**src/rtl/pic_pkg.sv**
```systemverilog
// pic_pkg: types and constants shared by the property inline cache modules
// depends on nothing

package pic_pkg;

   localparam int SET_COUNT  = 256;
   localparam int SET_BITS   = $clog2(SET_COUNT);
   localparam int TAG_BITS   = 64;
   localparam int OFF_BITS   = 16;
   localparam int CNT_BITS   = 32;
   localparam int ENTRY_BITS = TAG_BITS + OFF_BITS;

   typedef enum logic {
      FUNC_LOOKUP = 1'b0,
      FUNC_FILL   = 1'b1
   } pic_func_type;

   typedef enum logic [1:0] {
      ST_IDLE,
      ST_EXEC,
      ST_RESP
   } pic_state_type;

   typedef struct packed {
      pic_func_type func;
      logic [31:0]  class_id;
      logic [31:0]  property_key;
      logic [31:0]  name_hash;
      logic [15:0]  fill_offset;
   } pic_req_type;

   typedef struct packed {
      logic                hit;
      logic [OFF_BITS-1:0] found_offset;
      logic [CNT_BITS-1:0] lookup_count;
      logic [CNT_BITS-1:0] hit_count;
   } pic_rsp_type;

   typedef struct packed {
      logic capture;
      logic execute;
   } pic_cmd_type;

   function automatic logic [SET_BITS-1:0] set_of(input logic [31:0] cls,
                                                  input logic [31:0] hash);
      logic [31:0] mixed;
      mixed = hash ^ (cls + (cls << 4));
      return mixed[SET_BITS-1:0];
   endfunction

endpackage

```
**src/rtl/pic_ctrl.sv**
```systemverilog
// pic_ctrl: handshake controller for the property inline cache
// depends on pic_pkg

module pic_ctrl
   import pic_pkg::*;
(
   input  logic        clock,
   input  logic        reset,
   input  logic        req_valid,
   output logic        req_ready,
   output logic        rsp_valid,
   input  logic        rsp_ready,
   output pic_cmd_type cmd
);

   pic_state_type state_ff;
   pic_state_type state_in;

   always_ff @(posedge clock) begin
      if (reset) begin
         state_ff <= ST_IDLE;
      end else begin
         state_ff <= state_in;
      end
   end

   always_comb begin
      state_in = state_ff;
      unique case (state_ff)
         ST_IDLE: begin
            if (req_valid) begin
               state_in = ST_EXEC;
            end
         end
         ST_EXEC: begin
            state_in = ST_RESP;
         end
         ST_RESP: begin
            if (rsp_ready) begin
               state_in = req_valid ? ST_EXEC : ST_IDLE;
            end
         end
         default: begin
            state_in = ST_IDLE;
         end
      endcase
   end

   always_comb begin
      req_ready   = 1'b0;
      rsp_valid   = 1'b0;
      cmd.execute = 1'b0;
      unique case (state_ff)
         ST_IDLE: begin
            req_ready = 1'b1;
         end
         ST_EXEC: begin
            cmd.execute = 1'b1;
         end
         ST_RESP: begin
            rsp_valid = 1'b1;
            req_ready = rsp_ready;
         end
         default: begin
            req_ready = 1'b0;
         end
      endcase
      cmd.capture = req_valid && req_ready;
   end

endmodule

```
**config.mk**
```make
export PLATFORM = sky130hd
export DESIGN_NAME = pic_ctrl
export DESIGN_NICKNAME = d
export VERILOG_FILES = /design/src/rtl/pic_pkg.sv /design/src/rtl/pic_ctrl.sv
export SDC_FILE = /design/constraint.sdc
export NUM_CORES = 1
export LEC_CHECK = 0
export BUFFER_PORTS_ARGS = -buffer_cell sky130_fd_sc_hd__buf_2
export CAP_MARGIN = 15
export CORE_AREA = 2 2 39 41
export CTS_CLUSTER_DIAMETER = 40
export DETAILED_ROUTE_END_ITERATION = 8
export DIE_AREA = 0 0 41 43
export PLACE_DENSITY = 0.3
export SYNTH_ARGS = -nofsm -noshare
export SYNTH_HDL_FRONTEND = slang
export SYNTH_SLANG_ARGS = --single-unit
```
**constraint.sdc**
```tcl
create_clock -name clock -period 0.85 [get_ports clock]
set_input_delay 0.17 -clock clock [delete_from_list [all_inputs] [get_ports clock]]
set_output_delay 0.17 -clock clock [all_outputs]
set_load 0.05 [all_outputs]
```
---- Word-level counts from Yosys, hierarchy flattened ----
Index checks and enable logic that the tools add are counted.
storage, ports and cells
  flip-flop bits (word level) ............. 2
  bits in latches ......................... 0
  memory bits (writable) .................. 0
  ROM bits ................................ 0
  input bits .............................. 4
  output and inout port bits .............. 4
  word-level logic and storage cells ...... 15
  memories kept ........................... 0
operators by class
  add/subtract/negate cells ............... 0
  $mul .................................... 0
  divide/modulo/power cells ............... 0
  magnitude comparators ................... 0
  equality and inequality tests ........... 4
  shift-type cells ........................ 0
  multiplexer cells ....................... 7
  bitwise gates (word level) .............. 0
  reductions and logical operators ........ 3
operators with widths
  operator                                              number
  one-hot mux 2 bit (3 select lines)                    1
  2-to-1 mux 2 bit                                      2
  != test 2 bit (second input constant)                 2
  2-to-1 mux 1 bit                                      3
  equality test 2 x 1 -> 1 bit (second input constant)  1
  equality test 2 bit (second input constant)           1
  logical NOT 2 bit                                     1
  one-hot mux 1 bit (2 select lines)                    1
  AND reduction 2 bit                                   1
  logical AND 1 bit                                     1

---- Depth between registers and ports, before layout ----
Gate-level depths: netlist of run 1.
  depth in word-level cells ............... 3
  mapped depth ............................ 2
  mapped depth without buffers ............ 2

---- Worst setup path after synthesis of run 1 ----
Ideal clock, no wire load.
  kind .................................... reg2out
  start point ............................. register state_ff[1]
  end point ............................... output port cmd[1] in the netlist's numbering
  data arrival time ....................... 1.606 ns
  required time ........................... 0.680 ns
  path slack .............................. -0.926 ns
  cell stages (with the launch flop) ...... 3
  buffers on the path ..................... 0
  cell sequence ........................... dfxtp_1 -> nor2b_1 -> nor3b_1
RTL lines
  what                      RTL line        text
  start: declaration        pic_ctrl.sv:16  pic_state_type state_ff;
  start signal: assignment  pic_ctrl.sv:23  state_ff <= state_in;
  end: declaration          pic_ctrl.sv:13  output pic_cmd_type cmd

==> key figures, run 1 <==
Outcome
  – Outcome: finished, violations left
  – Violated checks: negative setup slack

Global route
  – Vias in the first global route: 130
  – Grt total ovfl: 0
  – GRT Util Overall: 6.21%
  – Pin count of the biggest net entering global routing: 6
  – Antenna violations before repair: 0
  – First-pass GRT wire length: 552 um

Critical path
  – Worst Path Arrival: 1.03 ns
  – Critical R2R Launch: state_ff[1]
  – WS Path Type: reg -> out
  – Required @ worst endpoint: 0.68 ns
  – Worst r2r dst: state_ff[0]
  – Critical-path maximum fanout: 3
  – Reg2Reg Setup Slack: -0.12 ns
  – Endpoint class of the critical path: output pin
  – CP Launch Type: register
  – Reg2reg path depth: 4

Hold path
  – Worst hold stages: 2
  – Hold WC Path Type: in -> reg
  – HP Start: reset
  – Worst hold endpoint: state_ff[0]

Clock tree
  – CTS H-tree depth: 1
  – Root Driver: clkbuf_4
  – Clock Latency Late Sink: 0.24 ns
  – TritonCTS buffer count: 3
  – Max Buffers Root-to-Sink: 2
  – Clock sink count: 2
  – CTS tree: done
  – Clock transition at path regs: 0.04 ns

Synthesis
  – Ys Warns: 0
  – Netlist cell types: 9
  – Seq cells post-synth: 2
  – Syn_area_per_cell: 9.38 sq um
  – Synthesized area: 113 sq um
  – Mapped Nets: 16
  – Yosys top cell by area: dfxtp_1
  – Area contributors post-synth: dfxtp_1 (36%), nor4b_2 (13%), nor2b_1 (11%), and2b_4 (8.9%), a22o_1 (7.8%)
  – Yosys top cell area share: 35.6%
  – Register area share after synthesis: 35.6%
  – Synthesized instance count: 12

Layout
  – # diodes: 0
  – Nets@finish: 31
  – Regs by FF count: state_ff: 2 flops
  – Layout area overhead: 158%
  – Max reg flops: 2
  – Largest Register: state_ff
  – Layout cell share with drive strength beyond 1: 84.6%
  – Commonest non-fill, non-tap cell in the layout: buf_6
  – Most frequent cells in the layout: buf_6 (5), clkbuf_4 (3), buf_2 (3), buf_4 (2)

Drt
  – DRC violations left: 0
  – DR WL/cell: 7.79 um
  – Total wire length: 327 um
  – Vias per Instance: 3.05
  – Initial DRC Count: 0
  – Post-route ant nets: 0
  – DRT Pass-1 Iters: 1
  – Vias: 128

Die
  – I/O pin cnt: 8
  – Row count: 14
  – Initial Util: 8.14%
  – Die width: 41 um
  – DIE AREA: 1760 sq um
  – Core Box Area: 1380 sq um
  – Die Height: 43 um

STA
  – Final setup vio count: 6
  – Final Cycle Share: 141%
  – Setup ws final: -0.347 ns
  – Worst Hold Margin: 0.145 ns
  – Max transition margin: 88.0%
  – Fmax: 836 MHz
  – Min cycle time layout: 1.20 ns
  – Post-Route Setup TNS: -1.29 ns
  – Max Clock Skew: 0.00324 ns
  – Final-report max-slew violation count: 0
  – RSZ-0062 raised after global routing: yes
  – Final hold violation count: 0
  – Worst-Margin Slew: 0.179 ns

Pwr
  – Leakage: 0.130 nW
  – PD cells: 1760 nW/um^2
  – VDD IR max: 0.000867 V

Place
  – PortBufs: 7
  – Routability congestion estimate from global placement: 0.600

Job
  – Max-Cap Viols: 0
## worst max-delay path: stages (launching register included)
cell and delay (ns):
dfxtp_2 0.31, nor2b_4 0.13, nor3b_4 0.17, buf_6 0.18
## worst max path at each step
| stage | slack [ns] | from | end | depth (start not counted) |
|---|---|---|---|---|
| global route | -0.39 | state_ff[1] | cmd[1] | 3 |
| finish | -0.35 | state_ff[1] | cmd[1] | 3 |
| global placement | -0.20 | state_ff[1] | cmd[1] | 3 |
| detailed placement | -0.20 | state_ff[1] | cmd[1] | 3 |
| CTS | -0.36 | state_ff[1] | cmd[1] | 3 |
| floorplan | -0.25 | state_ff[1] | cmd[1] | 2 |
## per-stage QoR
step / instances / power (mW) / util [%] / worst slack, ns / cell area [sq um]
final: 42 / 0.511 / 21.0 / -0.347 / 290
after CTS: 42 / 0.515 / 20.3 / -0.359 / 282
after global routing: 42 / 0.548 / 21.0 / -0.394 / 290
after global placement: 36 / 0.221 / 14.6 / -0.201 / 203
after detailed placement: 36 / 0.221 / 14.6 / -0.204 / 203
after floorplan: 12 / 0.196 / - / -0.247 / 144
## cells by family (layout without fill, tap and decap cells)
group	Yosys count	in the layout	share of synthesized area, %
AO/OA/AOI/OAI	1	1	7.78
AND/OR/NAND/NOR	7	7	46.7
buffers and inverters	2	16	10.0
flip-flops	2	2	35.6
## area by class of cell
class | count | area (sq um)
clock buffer | 4 | 26.3
fill | 154 | 1090
inverter | 1 | 3.75
multi-input combinational | 8 | 93.8
sequential | 2 | 45.0
tap | 16 | 20.0
timing repair buffer | 11 | 101
## cells in the mapped netlist
master / n
nor2_1: 2
and2b_4: 1
nor2b_1: 2
nor4b_2: 1
inv_1: 1
dfxtp_1: 2
a22o_1: 1
buf_4: 1
nor3b_1: 1
## routing by layer
layer	up-vias	part of all wire [%]	routed length (um)	global-route usage, %
met5	-	0	0	0
met3	2	20	67	9.42
met1	49	43	142	5.75
li1	68	-	-	-
met2	9	32	106	5.31
met4	0	3.1	10	6.00
## power by group
group          internal, mW  switching [mW]  leakage (nW)
logic                0.0723          0.0772        0.0978
registers            0.0999         0.00769        0.0175
clock network         0.176          0.0781        0.0150
## timing repair
| action | CTS | global route |
|---|---|---|
| buffers inserted | 2 | 0 |
| pin swaps | 3 | 1 |
| resized for setup | 12 | 1 |
| hold buffers | 0 | 0 |
| endpoints found under the setup margin | 6 | 6 |
No activity file was read; power rests on OpenSTA's default activity.
==> inputs of run 2 (changes only) <==
Settings changed: ABC_AREA set to 1.
==> key figures, run 2 <==
Layout
  – Nets@finish: 35 (+13%)
  – Max reg flops: 2 (unchanged)
  – Layout area overhead: 151%
  – Largest Register: state_ff
  – Multi-input gate area: 80.1 sq um (-15%)
  – Regs by FF count: state_ff: 2 flops
  – FF/Latch Area: 47.5 sq um (+5.6%)
  – Most frequent cells in the layout: clkbuf_4 (3), buf_2 (3), buf_4 (3)
  – # diodes: 0 (unchanged)
  – Final core occ: 20.6% (-0.36 points)
  – Layout cell share with drive strength beyond 1: 82.8% (-1.9 points)
  – Fillers: 162 (+5.2%)

Critical path
  – CP Launch Type: register
  – Worst Path Arrival: 0.98 ns (-0.05 ns)
  – Required @ worst endpoint: 0.68 ns (about the same)
  – WS Path Type: reg -> out
  – Endpoint class of the critical path: output pin
  – Critical-path maximum fanout: 4 (+1)

Clock tree
  – TritonCTS buffer count: 3 (unchanged)
  – Root Driver: clkbuf_4
  – Clock transition at path regs: 0.03 ns (about the same)
  – Hold buffers post-CTS: 0 (unchanged)
  – Clock sink count: 2 (unchanged)
  – CTS H-tree depth: 1 (unchanged)
  – CTS tree: done
  – Max Buffers Root-to-Sink: 2 (unchanged)
  – Clock Latency Late Sink: 0.22 ns (-0.02 ns)

STA
  – RSZ-0062 raised after global routing: yes
  – Worst-Margin Slew: 0.185 ns (+0.00570 ns)
  – Final Cycle Share: 135% (-6.0 points)
  – Final setup vio count: 5 (-1)
  – Final hold violation count: 0 (unchanged)
  – Fmax: 872 MHz (+4.4%)
  – Final-report max-slew violation count: 0 (unchanged)
  – Min cycle time layout: 1.15 ns (-0.0506 ns)
  – Max transition margin: 87.6% (-0.34 points)
  – Max Clock Skew: 0.000450 ns (-0.00279 ns)
  – Setup ws final: -0.296 ns (+0.0506 ns)

Synthesis
  – Yosys top cell by area: dfxtp_1
  – Mapped Nets: 21 (+5)
  – Post-synth EDFFs: 0 (unchanged)
  – Netlist cell types: 8 (-1)
  – Seq cells post-synth: 2 (unchanged)
  – Synthesized instance count: 17 (+5)
  – Leading register cell type out of synthesis: dfxtp_1
  – Leading cell types by count after synthesis: inv_1 (5), nand2_1 (3), nor2_1 (3)
  – Asr flop ratio synth: 0% (unchanged)
  – Area contributors post-synth: dfxtp_1 (35%), inv_1 (16%), nand2_1 (9.9%), nor2_1 (9.9%), nand3_2 (8.8%)
  – Yosys top cell area share: 35.2% (-0.39 points)
  – Synthesized area: 114 sq um (+1.1%)
  – Register area share after synthesis: 35.2% (-0.39 points)
  – Syn_area_per_cell: 6.70 sq um (-29%)
  – Ys Warns: 0 (unchanged)
  – Most common cell in the netlist: inv_1

Place
  – PortBufs: 7 (unchanged)
  – Pre-CTS WS: -0.164 ns (+0.0398 ns)
  – Routability congestion estimate from global placement: 0.512 (-15%)

Die
  – Initial Util: 8.23% (+0.090 points)
  – DIE AREA: 1760 sq um (unchanged)
  – Die width: 41 um (unchanged)
  – Die Height: 43 um (unchanged)
  – Core Box Area: 1380 sq um (unchanged)
  – I/O pin cnt: 8 (unchanged)
  – Row count: 14 (unchanged)

Pwr
  – Leakage: 0.132 nW (+1.5%)
  – VDD IR max: 0.000445 V (-49%)
  – PD cells: 1650 nW/um^2 (-6.4%)

Drt
  – Vias per Instance: 2.93 (-3.8%)
  – DRC violations left: 0 (unchanged)
  – DR WL/cell: 7.53 um (-3.2%)
  – Initial DRC Count: 0 (unchanged)
  – Vias: 132 (+3.1%)
  – DRT Pass-1 Iters: 1 (unchanged)
  – Total wire length: 339 um (+3.7%)
  – Post-route ant nets: 0 (unchanged)

Outcome
  – Outcome: finished, violations left
  – Violated checks: negative setup slack

Global route
  – GRT Util Overall: 5.51% (-0.71 points)
  – Pin count of the biggest net entering global routing: 6 (unchanged)
  – First-pass GRT wire length: 593 um (+7.4%)
  – Antenna violations before repair: 0 (unchanged)
  – Vias in the first global route: 152 (+17%)
  – Grt total ovfl: 0 (unchanged)

Hold path
  – Hold WC Path Type: in -> reg

Job
  – Max-Cap Viols: 0 (unchanged)
[run 2: area by class of cell]
type                       instances  area share, %
clock buffer                       3           7.89
inverter                           5           8.77
multi-input combinational          9           28.1
sequential                         2           16.7
tap                               16           7.02
timing repair buffer              10           31.6
[run 2: critical path, stage by stage, from the launching register on]
cell and delay [ns]:
dfxtp_4 0.39, inv_4 0.05, nand3_4 0.09, clkinvlp_4 0.08, buf_8 0.15
[run 2: final timing paths]
kind	from	endpoint	slack, ns	cells after the start
worst max-delay path	state_ff[0]	cmd[1]	-0.30	4
worst min-delay path	reset	state_ff[0]	0.11	2
worst max register to register	state_ff[0]	state_ff[0]	-0.06	5
worst min register to register	state_ff[0]	state_ff[1]	0.59	3
[run 2: through the flow]
stage                     cells  setup TNS, ns  cell area [sq um]  hold WS (ns)  total power, mW
after floorplan              17        -0.0670                143         0.233            0.194
after global placement       41         -0.330                205         0.333            0.223
after detailed placement     41         -0.398                205         0.340            0.226
after CTS                    45          -1.14                275         0.101            0.482
after global routing         45          -1.24                285         0.105            0.507
final                        45          -1.02                285         0.110            0.470
[run 2: logic make-up after synthesis]
family                 share of synthesized area, %
AOI/OAI and AO/OA                              7.69
DFF                                            35.2
buffers and inverters                          23.1
and+or+nand+nor                                34.1
[run 2: timing repair]
| action | in CTS | in global routing |
|---|---|---|
| gates resized for setup | 11 | 4 |
| gates cloned | 0 | 0 |
| setup buffers | 1 | 0 |
| pin swaps | 2 | 1 |
| endpoints found under the setup margin | 4 | 5 |
[run 2: routing by layer]
layer | vias up | share of wire (%) | GRT usage, %
li1 | 71 | - | -
met1 | 53 | 44 | 6.37
met2 | 8 | 45 | 6.25
met3 | 0 | 11 | 1.57
met4 | 0 | 0 | 8.00
met5 | - | 0 | 0
[run 2: where the power goes]
group          switching [mW]  total [mW]  internal, mW  leakage (nW)
logic                  0.0859       0.151        0.0656         0.101
registers              0.0144       0.113        0.0985        0.0178
clock network          0.0506       0.206         0.155        0.0138
total                   0.151       0.470         0.319         0.132
==> inputs of run 3 (changes only) <==
Settings changed: TNS_END_PERCENT set to 20.
==> key figures, run 3 (synthesis gave the netlist of run 2 again) <==
Outcome
  – Outcome: finished, violations left
  – Violated checks: negative setup slack

STA
  – Min cycle time layout: 1.15 ns (+0.00834 ns)
  – Final Cycle Share: 136% (+0.98 points)
  – Max transition margin: 90.5% (+2.9 points)
  – Max Clock Skew: 0.0000378 ns (-0.000412 ns)
  – Worst-Margin Slew: 0.141 ns (-0.0436 ns)
  – Final setup vio count: 5 (unchanged)
  – Final hold violation count: 0 (unchanged)
  – RSZ-0062 raised after global routing: yes
  – Fmax: 866 MHz (-0.72%)
  – Setup ws final: -0.305 ns (-0.00834 ns)
  – Final-report max-slew violation count: 0 (unchanged)

Clock tree
  – Max Buffers Root-to-Sink: 2 (unchanged)
  – Root Driver: clkbuf_4
  – TritonCTS buffer count: 3 (unchanged)
  – Hold buffers post-CTS: 0 (unchanged)
  – CTS tree: done
  – CTS H-tree depth: 1 (unchanged)
  – Clock transition at path regs: 0.03 ns (about the same)
  – Clock sink count: 2 (unchanged)
  – Clock Latency Late Sink: 0.22 ns (about the same)

Layout
  – Nets@finish: 35 (unchanged)
  – Most frequent cells in the layout: buf_4 (4), clkbuf_4 (3), buf_2 (3), buf_8 (3)
  – Fin area: 278 sq um (-2.6%)
  – Regs by FF count: state_ff: 2 flops
  – Layout cell share with drive strength beyond 1: 79.3% (-3.4 points)
  – Largest Register: state_ff
  – # diodes: 0 (unchanged)
  – Commonest non-fill, non-tap cell in the layout: buf_4
  – Layout area overhead: 144%
  – Max reg flops: 2 (unchanged)

Drt
  – DRC violations left: 0 (unchanged)
  – Vias per Instance: 3.13 (+6.8%)
  – DR WL/cell: 6.89 um (-8.6%)
  – Vias: 141 (+6.8%)
  – Total wire length: 310 um (-8.6%)
  – DRT Pass-1 Iters: 2 (+1)
  – Post-route ant nets: 0 (unchanged)
  – Initial DRC Count: 4 (+4)

Job
  – Max-Cap Viols: 0 (unchanged)

Critical path
  – Critical Path, Cell by Cell: nand2_2 -> nand3_4 -> clkinvlp_4 -> buf_8
  – Endpoint class of the critical path: output pin
  – CP delay by family, top: flip-flops
  – Crit-path slowest cell: dfxtp_4
  – Required @ worst endpoint: 0.68 ns (about the same)
  – Crit path largest cell delay: 0.38 ns (about the same)
  – WS Path Type: reg -> out
  – Worst Path Arrival: 0.98 ns (about the same)
  – CP Launch Type: register
  – Buf/Inv on CP: 2 (-1)
  – Critical-path maximum fanout: 5 (+1)

Global route
  – First-pass GRT wire length: 517 um (-13%)
  – Vias in the first global route: 143 (-5.9%)
  – Antenna violations before repair: 0 (unchanged)
  – Pin count of the biggest net entering global routing: 6 (unchanged)
  – GRT Util Overall: 4.81% (-0.70 points)
  – Grt total ovfl: 0 (unchanged)

Pwr
  – PD cells: 1670 nW/um^2 (+1.3%)
  – Leakage: 0.126 nW (-5.0%)
  – VDD IR max: 0.000445 V (about the same)
  – Tot Pwr: 0.464 mW (-1.3%)

Place
  – Post-DP Area: 205 sq um (unchanged)
  – PortBufs: 7 (unchanged)
  – Routability congestion estimate from global placement: 0.492 (-4.0%)

Die
  – Die Height: 43 um (unchanged)
  – Core Box Area: 1380 sq um (unchanged)
  – I/O pin cnt: 8 (unchanged)
  – Row count: 14 (unchanged)
  – DIE AREA: 1760 sq um (unchanged)
  – Die width: 41 um (unchanged)
  – Initial Util: 8.23% (unchanged)

Hold path
  – Hold WC Path Type: in -> reg
## run 3: routing by layer
| layer | routed length, um | part of all wire [%] | GRT usage (%) | vias to the layer above |
|---|---|---|---|---|
| met4 | 0 | 0 | 4.00 | 0 |
| met5 | 0 | 0 | 0 | - |
| met1 | 145 | 47 | 5.43 | 60 |
| met2 | 120 | 39 | 5.00 | 10 |
| li1 | - | - | - | 71 |
| met3 | 44 | 14 | 4.71 | 0 |
## run 3: worst reg2reg max path, cell delays in order, from the launching register on
cell and delay (ns):
dfxtp_4 0.36, nand2_2 0.08, nand3_4 0.08, buf_4 0.14, buf_4 0.12, nor2_1 0.07
## run 3: final cells by class
class | instances | area [sq um]
clock buffers | 3 | 22.5
fillers | 150 | 1110
inverters | 5 | 25.0
multi-input cells | 9 | 72.6
flip-flops and latches | 2 | 47.5
well taps | 16 | 20.0
repair buffers | 10 | 90.1
## run 3: per-stage QoR
| stage | setup WS, ns | util, % | std cells | hold slack, ns | TNS (ns) |
|---|---|---|---|---|---|
| floorplan | -0.0499 | - | 17 | 0.233 | -0.101 |
| global placement | -0.151 | 14.8 | 41 | 0.333 | -0.359 |
| detailed placement | -0.157 | 14.8 | 41 | 0.337 | -0.389 |
| CTS | -0.303 | 19.5 | 45 | 0.103 | -1.05 |
| global route | -0.349 | 20.1 | 45 | 0.0995 | -1.22 |
| finish | -0.305 | 20.1 | 45 | 0.109 | -1.02 |
## run 3: what timing repair did
action,in CTS,in global routing
gates cloned,0,0
pin swaps,2,0
setup buffers,1,0
endpoints found under the setup margin,4,5
resized for setup,11,2
## run 3: final timing paths
| check | startpoint | to | slack, ns | depth (start not counted) |
|---|---|---|---|---|
| hold reg to reg | state_ff[1] | state_ff[1] | 0.57 | 3 |
| hold / removal | reset | state_ff[0] | 0.11 | 2 |
| setup reg to reg | state_ff[1] | state_ff[0] | -0.06 | 5 |
| setup / recovery | state_ff[1] | cmd[1] | -0.30 | 4 |
## run 3: report_power, final
group          switching (mW)  internal (mW)  total [mW]
Clock                  0.0473          0.155       0.202
Combinational          0.0842         0.0657       0.150
Sequential             0.0133         0.0985       0.112
Total                   0.145          0.319       0.464
